File: src/raa_pkg.sv
// Shared types, codes and widths for the rational accumulator.
package raa_pkg;

    // Default and wide datapath widths
    localparam int WIDTH_DEF = 32;
    localparam int WIDE_W    = 64;

    // Command codes
    localparam logic [2:0] CMD_LOAD = 3'd0;
    localparam logic [2:0] CMD_ADD  = 3'd1;
    localparam logic [2:0] CMD_SUB  = 3'd2;
    localparam logic [2:0] CMD_MUL  = 3'd3;
    localparam logic [2:0] CMD_DIV  = 3'd4;
    localparam logic [2:0] CMD_NEG  = 3'd5;

    // Status codes
    localparam logic [1:0] ST_OK   = 2'd0;
    localparam logic [1:0] ST_ZERO = 2'd1;
    localparam logic [1:0] ST_OVF  = 2'd2;

    typedef struct packed {
        logic [2:0]         cmd;
        logic signed [31:0] opnd_numerator;
        logic [30:0]        opnd_denominator;
    } op_t;

    typedef struct packed {
        logic signed [31:0] acc_num_out;
        logic [30:0]        acc_den_out;
        logic               is_less;
        logic               is_greater;
        logic               is_equal;
        logic [1:0]         status;
    } res_t;

endpackage

File: src/raa_div.sv
// Dual restoring divider: two dividends over one divisor, one quotient bit per cycle.
module raa_div import raa_pkg::*; #(
    parameter int W = WIDE_W
) (
    input  logic         clk,
    input  logic         rst_n,
    input  logic         start,
    input  logic [W-1:0] num_a,
    input  logic [W-1:0] num_b,
    input  logic [W-1:0] den,
    output logic         done,
    output logic [W-1:0] quo_a,
    output logic [W-1:0] quo_b
);

    localparam int CW = $clog2(W);

    typedef enum logic {D_IDLE, D_RUN} dstate_t;

    dstate_t       state_reg;
    logic [CW-1:0] cnt_reg;
    logic          done_reg;
    logic [W-1:0]  den_reg;
    logic [W-1:0]  qa_reg;
    logic [W-1:0]  qb_reg;
    logic [W-1:0]  ra_reg;
    logic [W-1:0]  rb_reg;
    logic [W:0]    sha;
    logic [W:0]    shb;
    logic [W:0]    da;
    logic [W:0]    db;

    // Trial subtract for both partial remainders
    assign sha = {ra_reg, qa_reg[W-1]};
    assign shb = {rb_reg, qb_reg[W-1]};
    assign da  = sha - {1'b0, den_reg};
    assign db  = shb - {1'b0, den_reg};

    // Shift one quotient bit into each register
    always_ff @(posedge clk or negedge rst_n)
    begin
        if (!rst_n)
        begin
            state_reg <= D_IDLE;
            cnt_reg   <= '0;
            done_reg  <= 1'b0;
        end
        else
        begin
            done_reg <= (state_reg == D_RUN) && (cnt_reg == CW'(W - 1));
            unique case (state_reg)
                D_IDLE:
                begin
                    if (start)
                    begin
                        den_reg   <= den;
                        qa_reg    <= num_a;
                        qb_reg    <= num_b;
                        ra_reg    <= '0;
                        rb_reg    <= '0;
                        cnt_reg   <= '0;
                        state_reg <= D_RUN;
                    end
                end
                D_RUN:
                begin
                    ra_reg <= da[W] ? sha[W-1:0] : da[W-1:0];
                    rb_reg <= db[W] ? shb[W-1:0] : db[W-1:0];
                    qa_reg <= {qa_reg[W-2:0], ~da[W]};
                    qb_reg <= {qb_reg[W-2:0], ~db[W]};
                    cnt_reg <= cnt_reg + 1'b1;
                    if (cnt_reg == CW'(W - 1))
                    begin
                        state_reg <= D_IDLE;
                    end
                end
                default:
                begin
                    state_reg <= D_IDLE;
                end
            endcase
        end
    end

    assign done  = done_reg;
    assign quo_a = qa_reg;
    assign quo_b = qb_reg;

endmodule
File: config.mk
export PLATFORM = sky130hd
export DESIGN_NAME = raa_div
export DESIGN_NICKNAME = d
export VERILOG_FILES = /design/src/raa_pkg.sv /design/src/raa_div.sv
export SDC_FILE = /design/constraint.sdc
export NUM_CORES = 1
export LEC_CHECK = 0
export BUFFER_PORTS_ARGS = -buffer_cell sky130_fd_sc_hd__buf_2
export CAP_MARGIN = 40
export CORE_UTILIZATION = 60
export CTS_BUF_LIST = sky130_fd_sc_hd__clkbuf_8
export DETAILED_ROUTE_END_ITERATION = 8
export PLACE_DENSITY = 0.83
export SLEW_MARGIN = 20
export SYNTH_ARGS = -nofsm -noshare
export SYNTH_HDL_FRONTEND = slang
export SYNTH_SLANG_ARGS = --single-unit
export TNS_END_PERCENT = 30
File: constraint.sdc
create_clock -name clk -period 14.75 [get_ports clk]
set_input_delay 0.7375 -clock clk [delete_from_list [all_inputs] [get_ports clk]]
set_output_delay 0.7375 -clock clk [all_outputs]
set_load 0.05 [all_outputs]
Yosys cells after proc, flatten, opt, wreduce, memory -nomap -nowiden --
Index checks and enable logic that the tools add are counted. Widths: inputs -> output; s select.
Operators by class: add/sub/neg operators 3, multipliers 0, divide/modulo/power cells 0, order comparisons 0, equality and inequality tests 2, shifts and indexed selects 0, multiplexer cells 14, bitwise gates (word level) 3, reductions and logical operators 3
Operators by type and width (number):
- $pmux 64 s2 | 4
- $mux 64 | 5
- $sub 65x64->65 | 2
- $pmux 6 s2 | 1
- $add 6x1->6 const B | 1
- $eq 6x6->1 const B | 1
- $mux 6 | 1
- $not 1->1 | 3
- $reduce_and 3->1 | 1
- $mux 1 | 2
- $ne 2x2->1 const B | 1
- $pmux 1 s2 | 1
- $reduce_and 2->1 | 1
- $logic_and 1x1->1 | 1
Word-level totals: register bits after elaboration 328, bits in latches 0, memory bits (writable) 0, bits in read-only memories 0, logic and storage cells 33, memories kept 0

Logic depth before layout (Yosys ltp) --
word-level depth 3, depth in mapped cells 16, mapped depth without buffers 13

Worst setup path after synthesis --
OpenSTA, ideal clock, no wires.
path type reg-to-reg, from register state_reg, to register qa_reg[0] (netlist: quo_a[0]), enable pin, setup time 905 ps, data arrival time 12159 ps, slack 1687 ps, cell stages (with the launch flop) 5, buffers on the path 2, cell sequence dfrtp_1 > clkbuf_1 > clkbuf_1 > nor2_1 > nor2b_1
Between the ends: cells in the longest elaborated chain, start to end 3
Ends and longest elaborated chain:
- start: declaration | line raa_div.sv:20 | dstate_t state_reg;
- start signal: assignment | line raa_div.sv:44 | state_reg <= D_IDLE;
- start signal: assignment | line raa_div.sv:62 | state_reg <= D_RUN;
- start signal: assignment | line raa_div.sv:74 | state_reg <= D_IDLE;
- $not 1->1 (no source line)
- $ne 2x2->1 (no source line)
- $reduce_and 2->1 (no source line)
- end signal: assignment | line raa_div.sv:57 | qa_reg <= num_a;
- end signal: assignment | line raa_div.sv:69 | qa_reg <= {qa_reg[W-2:0], ~da[W]};
- end: declaration | line raa_div.sv:24 | logic [W-1:0] qa_reg;
Every way passes these cells. A chain may end at the register's enable or synchronous reset.

Worst setup path in the final report --
from register den_reg[0], to register ra_reg[0], data pin
Between the ends: cells in the longest elaborated chain, start to end 3
Ends and longest elaborated chain:
- start: declaration | line raa_div.sv:23 | logic [W-1:0] den_reg;
- start signal: assignment | line raa_div.sv:56 | den_reg <= den;
- $sub 65x64->65 | line raa_div.sv:36 | assign da = sha - {1'b0, den_reg};
- $mux 64 | line raa_div.sv:67 | ra_reg <= da[W] ? sha[W-1:0] : da[W-1:0];
- $pmux 64 s2 | line raa_div.sv:51 | unique case (state_reg)
- end signal: assignment | line raa_div.sv:67
- end: declaration | line raa_div.sv:26 | logic [W-1:0] ra_reg;
Every way passes these cells.

==> impl_metrics.ini <==
[setup_path]
r2r_cells = 12
cp_common_cell = a21oi_1
worstSetupEndpointType = register
reg2reg_to = ra_reg[0]
crit_slowest_cell = and3_4
path_buf_inv = 0
crit_chain = ha_1 -> fa_1 -> nor2b_1 -> o2111ai_1 -> a21oi_1 -> o211ai_1 -> a21oi_1 -> o31ai_4 -> o311ai_2 -> and3_4 -> nor2_1 -> a211oi_1
crit_family = compound AO/OA/AOI/OAI gates
worstPathMaxFanout = 75
rr_startpoint = den_reg[0]
critical_path_class = register to register
crit_start = den_reg[0]
crit_arrival_ps = 5400
r2r_slack_ps = 9810
crit_path_max_incr_delay_ps = 790
required_ps = 15220
critPathLaunchType = register

[placement]
gp_congestion = 0.9685
port_buffers = 323
dp_cells = 2793
place_hpwl_um = 45540
placed_cell_area_sq_um = 23430

[cells_and_area]
fin_nets = 2725
fillers = 2591
final_cell_mix = buf_2 (323), edfxtp_1 (320), a21oi_1 (261)
final_common_cell = buf_2
layout-drive-gt1-share = 0.2320
area_growth_pct = 13.92
final_area_sq_um = 24480
fin_cells = 2904

[floorplan]
std_cell_rows = 68
io_pins = 324
dieWidth_um = 191.3
dieArea_sq_um = 36580
start_util = 0.6161
die_h_um = 191.3
fp.coreArea_sq_um = 34880

[power]
p_leak_nw = 10.20
total_power_mw = 5.509
power_density_nw_per_um2 = 225.0
ir_drop_v = 0.0001316

[yosys]
ys_ff_latch = 328
async_reset_ff_frac = 0.02439
synth_area_leaders = edfxtp_1 (45%), ha_1 (7.5%), mux2_2 (6.6%), a21oi_1 (6.1%), o21ai_0 (5.0%)
yosysUniqueCellTypes = 74
netlist_area_sq_um = 21490
ys_seq_area_frac = 0.4564
yosys.area.top_type = edfxtp_1
synthCells = 2122
synth_top_area_frac = 0.4471
synth_edf_count = 320
synthFlopType = edfxtp_1
syn_area_per_cell_sq_um = 10.13
yosys_warnings = 0
syn_nets = 2448

[timing]
rsz0062_at_grt = false
whs_ps = 242.6
fin_skew_ps = 48.03
drv_slew = 0
final-setup-viol-count = 0
fmax_mhz = 202.5
period_minus_slack_ps = 4938
period_share = 0.3347
hold_violations = 0
fin_setup_tns_ps = 0
worst_slew_pin_slew_ps = 1037
max-slew-margin-rel = 0.3087

[routing]
num_vias = 18620
post_drt_wl_per_cell_um = 21.85
drt-pass1-iter-count = 6
vias_per_cell = 6.412
finalWirelength_um = 63450
drtIter0Drc = 1764
drc = 0
final_antenna_net_count = 0

[cts]
cts.htree.levels = 2
clock_sinks = 328
tritoncts = yes
cts_max_path_buffers = 3
cts_buffers = 57
root_buffer = clkbuf_8
clk_latency_ps = 680
clk_pin_slew_ps = 60

[worst_hold_path]
hold_class = input pin to register
whs_path_depth = 1
hold_end = den_reg[16]
min-delay-start = den[16]

[grt]
grtUsageTotal = 0.3435
overflow = 0
antenna_found_initial = 7
grt_max_degree = 174
grt_pass1_wl_um = 97580
first_global_vias = 18053

[status]
outcome = completed

[run]
drv_cap = 0
what timing repair did:
action / in CTS / in global routing
resized for setup: 0 / 0
setup buffers: 0 / 0
endpoints found under the hold margin: 8 / 0
hold buffers: 1 / 0
stage by stage:
step	setup WS (ps)	utilization
after CTS	9889	0.7007
final	9812	0.7019
after global placement	9765	0.6676
after floorplan	1687	-
after global routing	9495	0.7019
after detailed placement	9921	0.6716
layout make-up:
type | count | area, sq um | share of cell area
Antenna cell | 5 | 12.51 | 0.0005110
Clock buffer | 58 | 798.3 | 0.03260
Clock inverter | 46 | 209.0 | 0.008534
Inverter | 96 | 361.6 | 0.01477
Multi-Input combinational cell | 1571 | 10820 | 0.4419
Sequential cell | 328 | 9813 | 0.4008
Tap cell | 455 | 569.3 | 0.02325
Timing Repair Buffer | 345 | 1901 | 0.07763
kinds of logic (layout without fill, tap and decap cells):
logic type,after synthesis,in the layout,share of synthesized area
compound gates,716,716,0.1991
xor+xnor,100,100,0.04075
fa+ha+maj,131,131,0.07696
buf+inv,223,545,0.04221
flops,328,328,0.4564
mux,127,127,0.06648
other cells,0,5,0
simple gates,497,497,0.1181
worst reg2reg max path, stage by stage, from the launching register on:
cell and delay [ps]:
edfxtp_1 400, ha_1 230, fa_1 430, nor2b_1 180, o2111ai_1 180, a21oi_1 350, o211ai_1 230, a21oi_1 560
o31ai_4 140, o311ai_2 450, and3_4 790, nor2_1 450, a211oi_1 350
cell usage after synthesis (10+ instances only):
| master | n |
|---|---|
| o211ai_1 | 15 |
| or3_1 | 18 |
| xor2_1 | 40 |
| o21a_1 | 21 |
| nand2b_1 | 16 |
| mux2_2 | 126 |
| a31oi_1 | 12 |
| a21oi_1 | 262 |
| nand3_1 | 115 |
| buf_2 | 12 |
| nand4_1 | 49 |
| edfxtp_1 | 320 |
| a211oi_1 | 13 |
| and2_1 | 15 |
| a211o_1 | 14 |
| ha_1 | 129 |
| clkbuf_1 | 100 |
| xnor2_1 | 60 |
| nor3_1 | 35 |
| nor2_1 | 70 |
| a21o_1 | 77 |
| nor2b_1 | 14 |
| nand2_1 | 116 |
| o21ai_0 | 215 |
| or4b_1 | 10 |
| inv_1 | 96 |
| o21bai_1 | 21 |
routing by layer:
metal	GRT usage	part of all wire
met3	0.06866	0.083
met5	0	0.00043
met1	0.4122	0.38
met2	0.5709	0.47
met4	0.2054	0.061
worst max path at each step:
stage	endpoint	slack [ps]	cells after the start
2_1_floorplan	quo_a[0]	1690	4
3_3_place_gp	rb_reg[0]	9770	14
3_5_place_dp	ra_reg[48]	9920	13
4_1_cts	ra_reg[0]	9890	12
5_1_grt	ra_reg[0]	9500	13
6_report	ra_reg[0]	9810	12
power by group:
group / internal (mW) / switching, mW / leakage, nW
clock: 0.368 / 0.405 / 0.578
combinational: 1.20 / 1.92 / 6.43
sequential: 1.46 / 0.164 / 3.19
total: 3.02 / 2.48 / 10.2
Power figures use the tool's default switching activity.
