$ cat config.mk
export PLATFORM = sky130hd
export DESIGN_NAME = raa_gcd
export DESIGN_NICKNAME = d
export VERILOG_FILES = /design/src/raa_pkg.sv /design/src/raa_gcd.sv
export SDC_FILE = /design/constraint.sdc
export NUM_CORES = 1
export LEC_CHECK = 0
export ABC_AREA = 1
export BUFFER_PORTS_ARGS = -buffer_cell sky130_fd_sc_hd__buf_2
export CAP_MARGIN = 20
export CELL_PAD_IN_SITES_DETAIL_PLACEMENT = 1
export CELL_PAD_IN_SITES_GLOBAL_PLACEMENT = 1
export CORE_MARGIN = 3
export CORE_UTILIZATION = 38
export DETAILED_ROUTE_END_ITERATION = 16
export HOLD_SLACK_MARGIN = 0.06
export PLACE_DENSITY_LB_ADDON = 0.1
export SLEW_MARGIN = 30
export SYNTH_ARGS = -nofsm -noshare
export SYNTH_HDL_FRONTEND = slang
export SYNTH_SLANG_ARGS = --single-unit
$ cat constraint.sdc
create_clock -name clk -period 6.1 [get_ports clk]
set_clock_uncertainty 0.05 [all_clocks]
set_input_delay 1.22 -clock clk [delete_from_list [all_inputs] [get_ports clk]]
set_output_delay 1.22 -clock clk [all_outputs]
set_load 0.02 [all_outputs]
$ cat src/raa_pkg.sv
// Shared types, codes and widths for the rational accumulator.
package raa_pkg;

    // Default and wide datapath widths
    localparam int WIDTH_DEF = 32;
    localparam int WIDE_W    = 64;

    // Command codes
    localparam logic [2:0] CMD_LOAD = 3'd0;
    localparam logic [2:0] CMD_ADD  = 3'd1;
    localparam logic [2:0] CMD_SUB  = 3'd2;
    localparam logic [2:0] CMD_MUL  = 3'd3;
    localparam logic [2:0] CMD_DIV  = 3'd4;
    localparam logic [2:0] CMD_NEG  = 3'd5;

    // Status codes
    localparam logic [1:0] ST_OK   = 2'd0;
    localparam logic [1:0] ST_ZERO = 2'd1;
    localparam logic [1:0] ST_OVF  = 2'd2;

    typedef struct packed {
        logic [2:0]         cmd;
        logic signed [31:0] opnd_numerator;
        logic [30:0]        opnd_denominator;
    } op_t;

    typedef struct packed {
        logic signed [31:0] acc_num_out;
        logic [30:0]        acc_den_out;
        logic               is_less;
        logic               is_greater;
        logic               is_equal;
        logic [1:0]         status;
    } res_t;

endpackage

$ cat src/raa_gcd.sv
// Binary gcd unit: one subtract or shift per cycle, then restores common powers of two.
module raa_gcd import raa_pkg::*; #(
    parameter int W = WIDE_W
) (
    input  logic         clk,
    input  logic         rst_n,
    input  logic         start,
    input  logic [W-1:0] a_in,
    input  logic [W-1:0] b_in,
    output logic         done,
    output logic [W-1:0] g
);

    localparam int KW = $clog2(W);

    typedef enum logic [1:0] {G_IDLE, G_RUN, G_SHIFT} gstate_t;

    gstate_t       state_reg;
    logic [W-1:0]  a_reg;
    logic [W-1:0]  b_reg;
    logic [KW-1:0] k_reg;
    logic          done_reg;
    logic [W:0]    a_minus_b;
    logic [W-1:0]  b_minus_a;

    // Compare and difference of the two odd values
    assign a_minus_b = {1'b0, a_reg} - {1'b0, b_reg};
    assign b_minus_a = b_reg - a_reg;

    // Step the reduction
    always_ff @(posedge clk or negedge rst_n)
    begin
        if (!rst_n)
        begin
            state_reg <= G_IDLE;
            done_reg  <= 1'b0;
            k_reg     <= '0;
        end
        else
        begin
            done_reg <= (state_reg == G_SHIFT) && (k_reg == '0);
            unique case (state_reg)
                G_IDLE:
                begin
                    if (start)
                    begin
                        a_reg     <= a_in;
                        b_reg     <= b_in;
                        k_reg     <= '0;
                        state_reg <= G_RUN;
                    end
                end
                G_RUN:
                begin
                    if (b_reg == '0)
                    begin
                        state_reg <= G_SHIFT;
                    end
                    else if (a_reg == '0)
                    begin
                        a_reg     <= b_reg;
                        state_reg <= G_SHIFT;
                    end
                    else if (!a_reg[0] && !b_reg[0])
                    begin
                        a_reg <= a_reg >> 1;
                        b_reg <= b_reg >> 1;
                        k_reg <= k_reg + 1'b1;
                    end
                    else if (!a_reg[0])
                    begin
                        a_reg <= a_reg >> 1;
                    end
                    else if (!b_reg[0])
                    begin
                        b_reg <= b_reg >> 1;
                    end
                    else if (!a_minus_b[W])
                    begin
                        a_reg <= a_minus_b[W-1:0];
                    end
                    else
                    begin
                        b_reg <= b_minus_a;
                    end
                end
                G_SHIFT:
                begin
                    // Restore the common factor of two one bit a cycle
                    if (k_reg == '0)
                    begin
                        state_reg <= G_IDLE;
                    end
                    else
                    begin
                        a_reg <= a_reg << 1;
                        k_reg <= k_reg - 1'b1;
                    end
                end
                default:
                begin
                    state_reg <= G_IDLE;
                end
            endcase
        end
    end

    assign done = done_reg;
    assign g    = a_reg;

endmodule

**After elaboration in Yosys (flattened, before gate mapping)**

Index checks and enable logic that the tools add are counted.

- Flip-flop bits (word level): 137
- Input bits: 131

- $add $sub $neg: 4
- Equal/unequal tests: 13
- Multiplexer cells: 28
- Reductions and logical operators: 16

Operators with widths:

| cell | number |
|---|---|
| $mux W64 | 15 |
| $pmux W64 S3 | 1 |
| $logic_not A64 Y1 | 2 |
| $pmux W64 S2 | 1 |
| $sub A64 B64 Y65 | 1 |
| $sub A64 B64 Y64 | 1 |
| $mux W6 | 5 |
| $pmux W6 S3 | 1 |
| $reduce_and A7 Y1 | 2 |
| $reduce_and A6 Y1 | 2 |
| $ne A2 B2 Y1 const B | 5 |
| $ne A5 B5 Y1 const B | 2 |
| $mux W2 | 4 |
| $add A6 B1 Y6 const B | 1 |
| $logic_not A6 Y1 | 1 |
| $ne A3 B3 Y1 const B | 2 |
| $pmux W2 S3 | 1 |
| $sub A6 B1 Y6 const B | 1 |
| $reduce_and A5 Y1 | 1 |
| $ne A4 B4 Y1 const B | 1 |
| $reduce_and A3 Y1 | 1 |
| $reduce_bool A3 Y1 | 1 |
| $eq A2 B1 Y1 const B | 1 |
| $eq A2 B2 Y1 const B | 1 |
| 5 further kinds | 7 |

**Logic depth before layout (Yosys ltp)**

Gate-level depths: netlist of run 1.

- Depth after elaboration: 8
- Depth in mapped cells: 21
- Mapped depth without buffers: 20

**Worst setup path before layout of run 1**

OpenSTA, ideal clock, no wires.

- Path kind: flip-flop to flip-flop
- Start point: register a_reg[0] (netlist: g[0])
- End point: register a_reg[10] (netlist: g[10]), enable pin
- Arrival: 5,302 ps
- Data required time: 5,531 ps
- Path slack: 229 ps
- Stages on the path, launching flop included: 17
- Buffers on the path: 0
- Clock period less this slack: 5,871 ps
- Path through: edfxtp_1 -> inv_1 -> ha_1 -> inv_1 -> fa_1 -> nand3_1 -> nand3_1 -> nand2_2 -> nand2_4 -> nand2_2 -> nand2_4 -> nand2_2 -> nand2_2 -> nand2_2 -> nand2_4 -> o21bai_1 -> a41oi_1

- Word-level cells in the longest chain between the ends: 4
- Elaborated cells on any way between the ends: 7
- Those cells by class: add/sub: 1; eq/ne: 2; reduce/logical: 4

Ends and longest elaborated chain:

| element | line | text |
|---|---|---|
| start, declared | raa_gcd.sv:19 | `logic [W-1:0] a_reg;` |
| start signal, assigned | raa_gcd.sv:47 | `a_reg <= a_in;` |
| start signal, assigned | raa_gcd.sv:61 | `a_reg <= b_reg;` |
| start signal, assigned | raa_gcd.sv:66 | `a_reg <= a_reg >> 1;` |
| parallel branches: the longest is 3 deep, another holds $sub A64 B64 Y65 | n/a |  |
| $reduce_and A7 Y1 (no source line) * | n/a |  |

Mark *: on every way between the ends.
A chain may end at the register's enable or synchronous reset.

**Final worst setup path of run 1**

- Start point: register a_reg[16] (netlist: g[16])
- End point: register a_reg[49] (netlist: g[49]), data pin

- Word-level cells in the longest chain between the ends: 8
- Elaborated cells on any way between the ends: 9
- Those cells by class: add/sub: 1; mux: 7; reduce/logical: 1

Ends and longest elaborated chain:

| element | line | text |
|---|---|---|
| $sub A64 B64 Y65 | raa_gcd.sv:27 | `assign a_minus_b = {1'b0, a_reg} - {1'b0, b_reg};` |
| $mux W64 | raa_gcd.sv:78 | `else if (!a_minus_b[W])` |
| $mux W64 | raa_gcd.sv:74 | `else if (!b_reg[0])` |
| $mux W64 | raa_gcd.sv:70 | `else if (!a_reg[0])` |
| $mux W64 | raa_gcd.sv:64 | `else if (!a_reg[0] && !b_reg[0])` |
| $mux W64 * | raa_gcd.sv:59 | `else if (a_reg == '0)` |
| $mux W64 * | raa_gcd.sv:55 | `if (b_reg == '0)` |
| $pmux W64 S3 * | raa_gcd.sv:42 | `unique case (state_reg)` |

Mark *: on every way between the ends. The rest lies on a longest branch, timed or not. The select of a mux whose other input is x is not followed.

==> results of run 1 <==
## layer usage
metal / track usage (%) / share of wire, %
met4: 14.6 / 3.8
met5: 0 / 0.015
met2: 59.5 / 45
met3: 6.34 / 7.2
met1: 50.7 / 44
## through the flow
| step | setup slack, ns | hold slack (ns) | utilization (%) | instance area, sq um | cells |
|---|---|---|---|---|---|
| after floorplan | 0.229 | 0.443 | - | 18900 | 3204 |
| after global placement | 1.60 | 0.454 | 41.7 | 20400 | 3987 |
| after detailed placement | 1.62 | 0.473 | 41.7 | 20400 | 3987 |
| after CTS | 1.61 | 0.488 | 42.9 | 21000 | 4019 |
| after global routing | 1.26 | 0.502 | 43.0 | 21000 | 4020 |
| final | 1.43 | 0.486 | 43.0 | 21000 | 4020 |
## placed cells by master, fill, tap and decap left out, types with 3 or more instances in the layout
cell type and instances:
a31oi_1 4, o211ai_1 8, nand2_4 4, nor3_1 20
xnor2_1 8, fa_1 3, ha_1 136, o21ai_1 11
nand3_1 116, a21o_1 11, inv_1 538, inv_4 3
nor2_4 9, xor2_1 63, inv_6 3, edfxtp_1 128
nor2_1 335, a21boi_0 4, nor4_1 22, clkinv_2 3
clkbuf_16 21, o21bai_1 7, a21oi_1 383, inv_2 15
buf_2 195, o21a_1 7, o21ai_2 28, buf_4 13
dfrtp_1 9, nand4_1 38, o21ai_0 156, nand2_1 999
nand2_2 20, nor2_2 8
## critical path, delay by kind of cell, from the launching register on
family / cells / cell delay [ns]
AO/OA/AOI/OAI: 1 / 0.16
buffers and inverters: 1 / 0.13
adder cells (fa/ha/maj): 1 / 0.55
AND/OR/NAND/NOR: 13 / 2.91
flip-flops: 1 / 0.71
## cell families (layout without fill, tap and decap cells)
logic type / after synthesis / count (layout) / share of synthesized area [%]
AOI/OAI and AO/OA: 625 / 625 / 17.8
xor gates and xnor gates: 71 / 71 / 3.30
adders and majority gates: 141 / 141 / 9.47
buffers and inverters: 647 / 799 / 13.4
DFF: 137 / 137 / 21.6
and+or+nand+nor: 1583 / 1583 / 34.4
## path summary, 6_finish.rpt
check                         start           end  slack, ns  cells past startpoint
max                           g[16]         g[49]       1.43                     16
min                        k_reg[4]      k_reg[4]       0.49                      1
max reg2reg                   g[16]         g[49]       1.43                     16
min reg2reg                k_reg[4]      k_reg[4]       0.49                      1
max in group asynchronous     rst_n  state_reg[0]       5.28                      1
min in group asynchronous     rst_n      k_reg[1]       0.51                      1
## synth_stat cells, types with 2 or more instances
| cell | instances |
|---|---|
| nand2_1 | 999 |
| inv_1 | 542 |
| a21oi_1 | 383 |
| nor2_1 | 335 |
| o21ai_0 | 156 |
| ha_1 | 138 |
| edfxtp_1 | 128 |
| nand3_1 | 116 |
| xor2_1 | 63 |
| clkbuf_1 | 55 |
| nand4_1 | 38 |
| o21ai_2 | 28 |
| nor4_1 | 23 |
| buf_2 | 22 |
| nand2_2 | 20 |
| nor3_1 | 20 |
| inv_2 | 14 |
| a21o_1 | 11 |
| o21ai_1 | 11 |
| buf_6 | 10 |
| dfrtp_1 | 9 |
| nor2_2 | 9 |
| nor2_4 | 8 |
| o211ai_1 | 8 |
| xnor2_1 | 8 |
| o21a_1 | 7 |
| o21bai_1 | 7 |
| a21boi_0 | 4 |
| a31oi_1 | 4 |
| nand2_4 | 4 |
| fa_1 | 3 |
| a21oi_2 | 2 |
| clkbuf_2 | 2 |
| nand3_4 | 2 |
| nand3b_1 | 2 |
| nor3_2 | 2 |
| o221ai_1 | 2 |
## area by class of cell
| type | instances | area (sq um) | area share [%] |
|---|---|---|---|
| Clock buffer | 23 | 543 | 2.58 |
| Sequential cell | 137 | 4070 | 19.3 |
| Multi-Input combinational cell | 2420 | 12300 | 58.5 |
| Clock inverter | 9 | 67.6 | 0.321 |
| Timing Repair Buffer | 210 | 1120 | 5.33 |
| Inverter | 557 | 2090 | 9.95 |
| Tap cell | 664 | 831 | 3.95 |
==> run_results.csv, run 1 <==
group,metric,value,unit
clock_network,hold_buffers,0,
floorplan,fp.dieW,229,um
floorplan,ios,196,
synth,synth.avg_cell_area,5.89,sq um
worst_hold_path,hp-class,"reg2reg",
clock_network,clk_pin_slew,0.07,ns
global_routing,overflow,0,
placement,gp_congestion,1.06,
timing,finalCriticalPeriod,4.67,ns
worst_setup_path,max_stage_delay,0.71,ns
clock_network,cts_resized,0,
synth,synth-seq-area-share,21.6,%
clock_network,cts.sinks,137,
worst_setup_path,cp_common_cell,"nand2_1",
final_layout,nNetsFinal,3615,
timing,hold_viol_final,0,
timing,drv_slew,0,
worst_setup_path,setup.worst_path.class,"reg2reg",
drt,vias_per_cell,5.58,
synth,syn_inst,3204,
global_routing,grtUsageTotal,37.4,%
worst_setup_path,crit_path_start_kind,"register",
timing,rsz0062_at_grt,"false",
synth,ys_ff_latch,137,
timing,tns,0,ns
worst_setup_path,crit_path_cell_trace,"inv_1 > ha_1 > nand2_1 > nor2_1 > nand2_1 > nor2_1 > nand2_1 > nand3_1 > nand2_1 > nand3_1 > nand2_1 > nand2_1 > nand2_1 > nand2_1 > nand2_1 > a21oi_1",
synth,ys.flop_type,"edfxtp_1",
worst_setup_path,cp_slowest_cell,"edfxtp_1",
drt,routed_wl,99700,um
synth,async_flop_share,6.57,%
global_routing,grt_pass1_vias,22500,
worst_setup_path,crit_required,6.43,ns
synth,ys_warn_count,0,
floorplan,rows,81,
floorplan,die_h,229,um
final_layout,antenna_cells,0,
drt,drt_iter0_markers,2046,
final_layout,syn2layout_area_growth,11.5,%
drt,vias,22500,
drt,ant_nets,0,
clock_network,cts_buffers,17,
clock_network,cts_tree,"yes",
floorplan,start_util,38.5,%
floorplan,dieArea,0.0524,sq mm
timing,relSlewSlack,27.1,%
global_routing,grt_max_degree,67,
timing,fin_crit_sh,76.5,%
global_routing,grt_pass1_wl,146000,um
global_routing,antenna_found_initial,2,
synth,syn_nets,3476,
drt,wire_per_inst,24.8,um
placement,dpl.hpwl,83100,um
status,outcome,"complete, no violations",
drt,dr.pass1.iters,7,
synth,yosysTopAreaCellShare,20.4,%
timing,setup_viol,0,
timing,worst_pin_slew,1.08,ns
floorplan,core_area,0.0490,sq mm
synth,synth.area.top_cells,"edfxtp_1 (20%), nand2_1 (20%), inv_1 (11%), a21oi_1 (10%), ha_1 (9.2%)",
timing,max_freq,0.214,GHz
clock_network,cts.path.max_buffers,2,
clock_network,htree_num_levels,4,
final_layout,n_fill_cell,6840,
synth,synth_edf_count,128,
drt,drc,0,
clock_network,clk_latency,0.53,ns
worst_setup_path,cp_max_fo,6,
placement,port_buffers,195,
run,max-cap-violations,0,
synth,synth_cell_type_count,46,
worst_setup_path,crit_arrival,5.00,ns
clock_network,post_cts_buffers,0,
final_layout,drive_above_1_share,10.1,%
synth,syn_area,0.0189,sq mm
clock_network,cts-root-buf,"clkbuf_16",
synth,yosys.area.top_type,"edfxtp_1",
worst_setup_path,endpoint_kind,"register",
Power of run 1 is not shown: default switching activity piles up to over one toggle a cycle in this logic, so the estimate is an artifact.
==> run 2: changes to the inputs <==
==> constraint.sdc (replaced) <==
create_clock -name clk -period 4.27 [get_ports clk]
set_clock_uncertainty 0.05 [all_clocks]
set_input_delay 0.854 -clock clk [delete_from_list [all_inputs] [get_ports clk]]
set_output_delay 0.854 -clock clk [all_outputs]
set_load 0.02 [all_outputs]
==> run_results.csv, run 2 (synthesis results as in run 1) <==
group,metric,value,unit
worst_setup_path,setup.worst_path.class,"reg2reg",
drt,vias,22400,
placement,port_buffers,195,
clock_network,cts.sinks,137,
final_layout,seqCellArea,0.00407,sq mm
drt,drt_iter0_markers,1807,
final_layout,nNetsFinal,3637,
clock_network,cts.path.max_buffers,2,
worst_setup_path,cp_slowest_cell,"fa_1",
final_layout,syn2layout_area_growth,12.4,%
floorplan,rows,81,
clock_network,clk_pin_slew,0.07,ns
global_routing,grt_pass1_vias,22900,
drt,wire_per_inst,24.9,um
drt,dr.pass1.iters,5,
floorplan,core_area,0.0490,sq mm
floorplan,fp.dieW,229,um
timing,hold_viol_final,0,
global_routing,grtUsageTotal,37.7,%
drt,vias_per_cell,5.55,
worst_setup_path,cp_common_cell,"nand2_2",
floorplan,start_util,38.5,%
clock_network,clk_latency,0.51,ns
final_layout,n_fill_cell,6807,
final_layout,multi_input_area,0.0123,sq mm
timing,drv_slew,0,
floorplan,die_h,229,um
timing,timing.hold.ws,0.147,ns
timing,tns,0,ns
final_layout,final_cell_mix,"nand2_1 (999), inv_1 (538), a21oi_1 (383)",
worst_setup_path,max_stage_delay,0.53,ns
status,outcome,"complete, no violations",
worst_setup_path,endpoint_kind,"register",
clock_network,htree_num_levels,4,
timing,finalCriticalPeriod,4.02,ns
worst_setup_path,crit_path_start_kind,"register",
global_routing,antenna_found_initial,3,
drt,routed_wl,101000,um
timing,fin_crit_sh,94.2,%
global_routing,overflow,0,
worst_setup_path,crit_required,4.58,ns
clock_network,hold_buffers,0,
clock_network,post_cts_buffers,0,
timing,relSlewSlack,40.6,%
timing,setup_viol,0,
timing,worst_pin_slew,0.887,ns
clock_network,cts_resized,0,
worst_hold_path,hp-class,"in2async",
clock_network,cts_buffers,17,
placement,dpl.hpwl,85100,um
drt,drc,0,
global_routing,grt_max_degree,71,
timing,rsz0062_at_grt,"false",
worst_setup_path,crit_path_cell_trace,"inv_1 > ha_1 > inv_1 > fa_1 > nand3_1 > nand3_1 > nand2_2 > nand2_4 > nand2_2 > nand2_4 > nand2_2 > nand2_2 > nand2_2 > nand3_4 > inv_2 > buf_12 > o21ai_0 > a21oi_1",
placement,gp_congestion,1.05,
floorplan,ios,196,
worst_setup_path,cp_max_fo,31,
run,max-cap-violations,0,
final_layout,drive_above_1_share,10.7,%
final_layout,final_common_cell,"nand2_1",
clock_network,cts-root-buf,"clkbuf_16",
global_routing,grt_pass1_wl,148000,um
timing,max_freq,0.249,GHz
clock_network,cts_tree,"yes",
worst_setup_path,crit_arrival,4.33,ns
floorplan,dieArea,0.0524,sq mm
drt,ant_nets,0,
-- run 2: critical path: cells and delay by family (launching register included) --
| kind | cells | cell delay, ns |
|---|---|---|
| AOI/OAI and AO/OA | 2 | 0.44 |
| adders and majority gates | 2 | 0.72 |
| buffers and inverters | 4 | 0.90 |
| DFF | 1 | 0.48 |
| and+or+nand+nor | 10 | 1.26 |
-- run 2: layout make-up --
class	instances	share of cell area, %
inverters	557	9.86
clock buffers	20	2.31
multi-input cells	2420	58.0
diodes	3	0.0354
well taps	664	3.92
clock inverters	12	0.501
flip-flops and latches	137	19.2
repair buffers	232	6.15
-- run 2: final timing paths --
path | slack, ns | cells after the start | end | startpoint
worst max-delay path | 0.25 | 18 | b_reg[20] | g[0]
worst min-delay path | 0.15 | 1 | k_reg[0] | rst_n
worst max register to register | 0.25 | 18 | b_reg[20] | g[0]
worst min register to register | 0.49 | 1 | k_reg[4] | k_reg[4]
max in group asynchronous | 3.82 | 1 | state_reg[0] | rst_n
min in group clk | 0.49 | 1 | k_reg[4] | k_reg[4]
-- run 2: metrics by stage --
stage	instance area (sq um)	std cells	utilization [%]	worst slack, ns
after floorplan	18900	3204	-	0.253
after global placement	20600	4010	42.1	0.486
after detailed placement	20600	4010	42.1	0.308
after CTS	21200	4042	43.3	0.278
after global routing	21200	4043	43.3	0.0637
final	21200	4045	43.3	0.246
-- run 2: layer usage --
metal | up-vias | part of all wire, % | global-route usage (%)
li1 | 10500 | - | -
met1 | 11000 | 44 | 50.1
met2 | 836 | 46 | 62.3
met3 | 134 | 6.8 | 5.98
met4 | 4 | 3.3 | 13.1
met5 | - | 0.069 | 0
Power of run 2 is left out for the same reason.
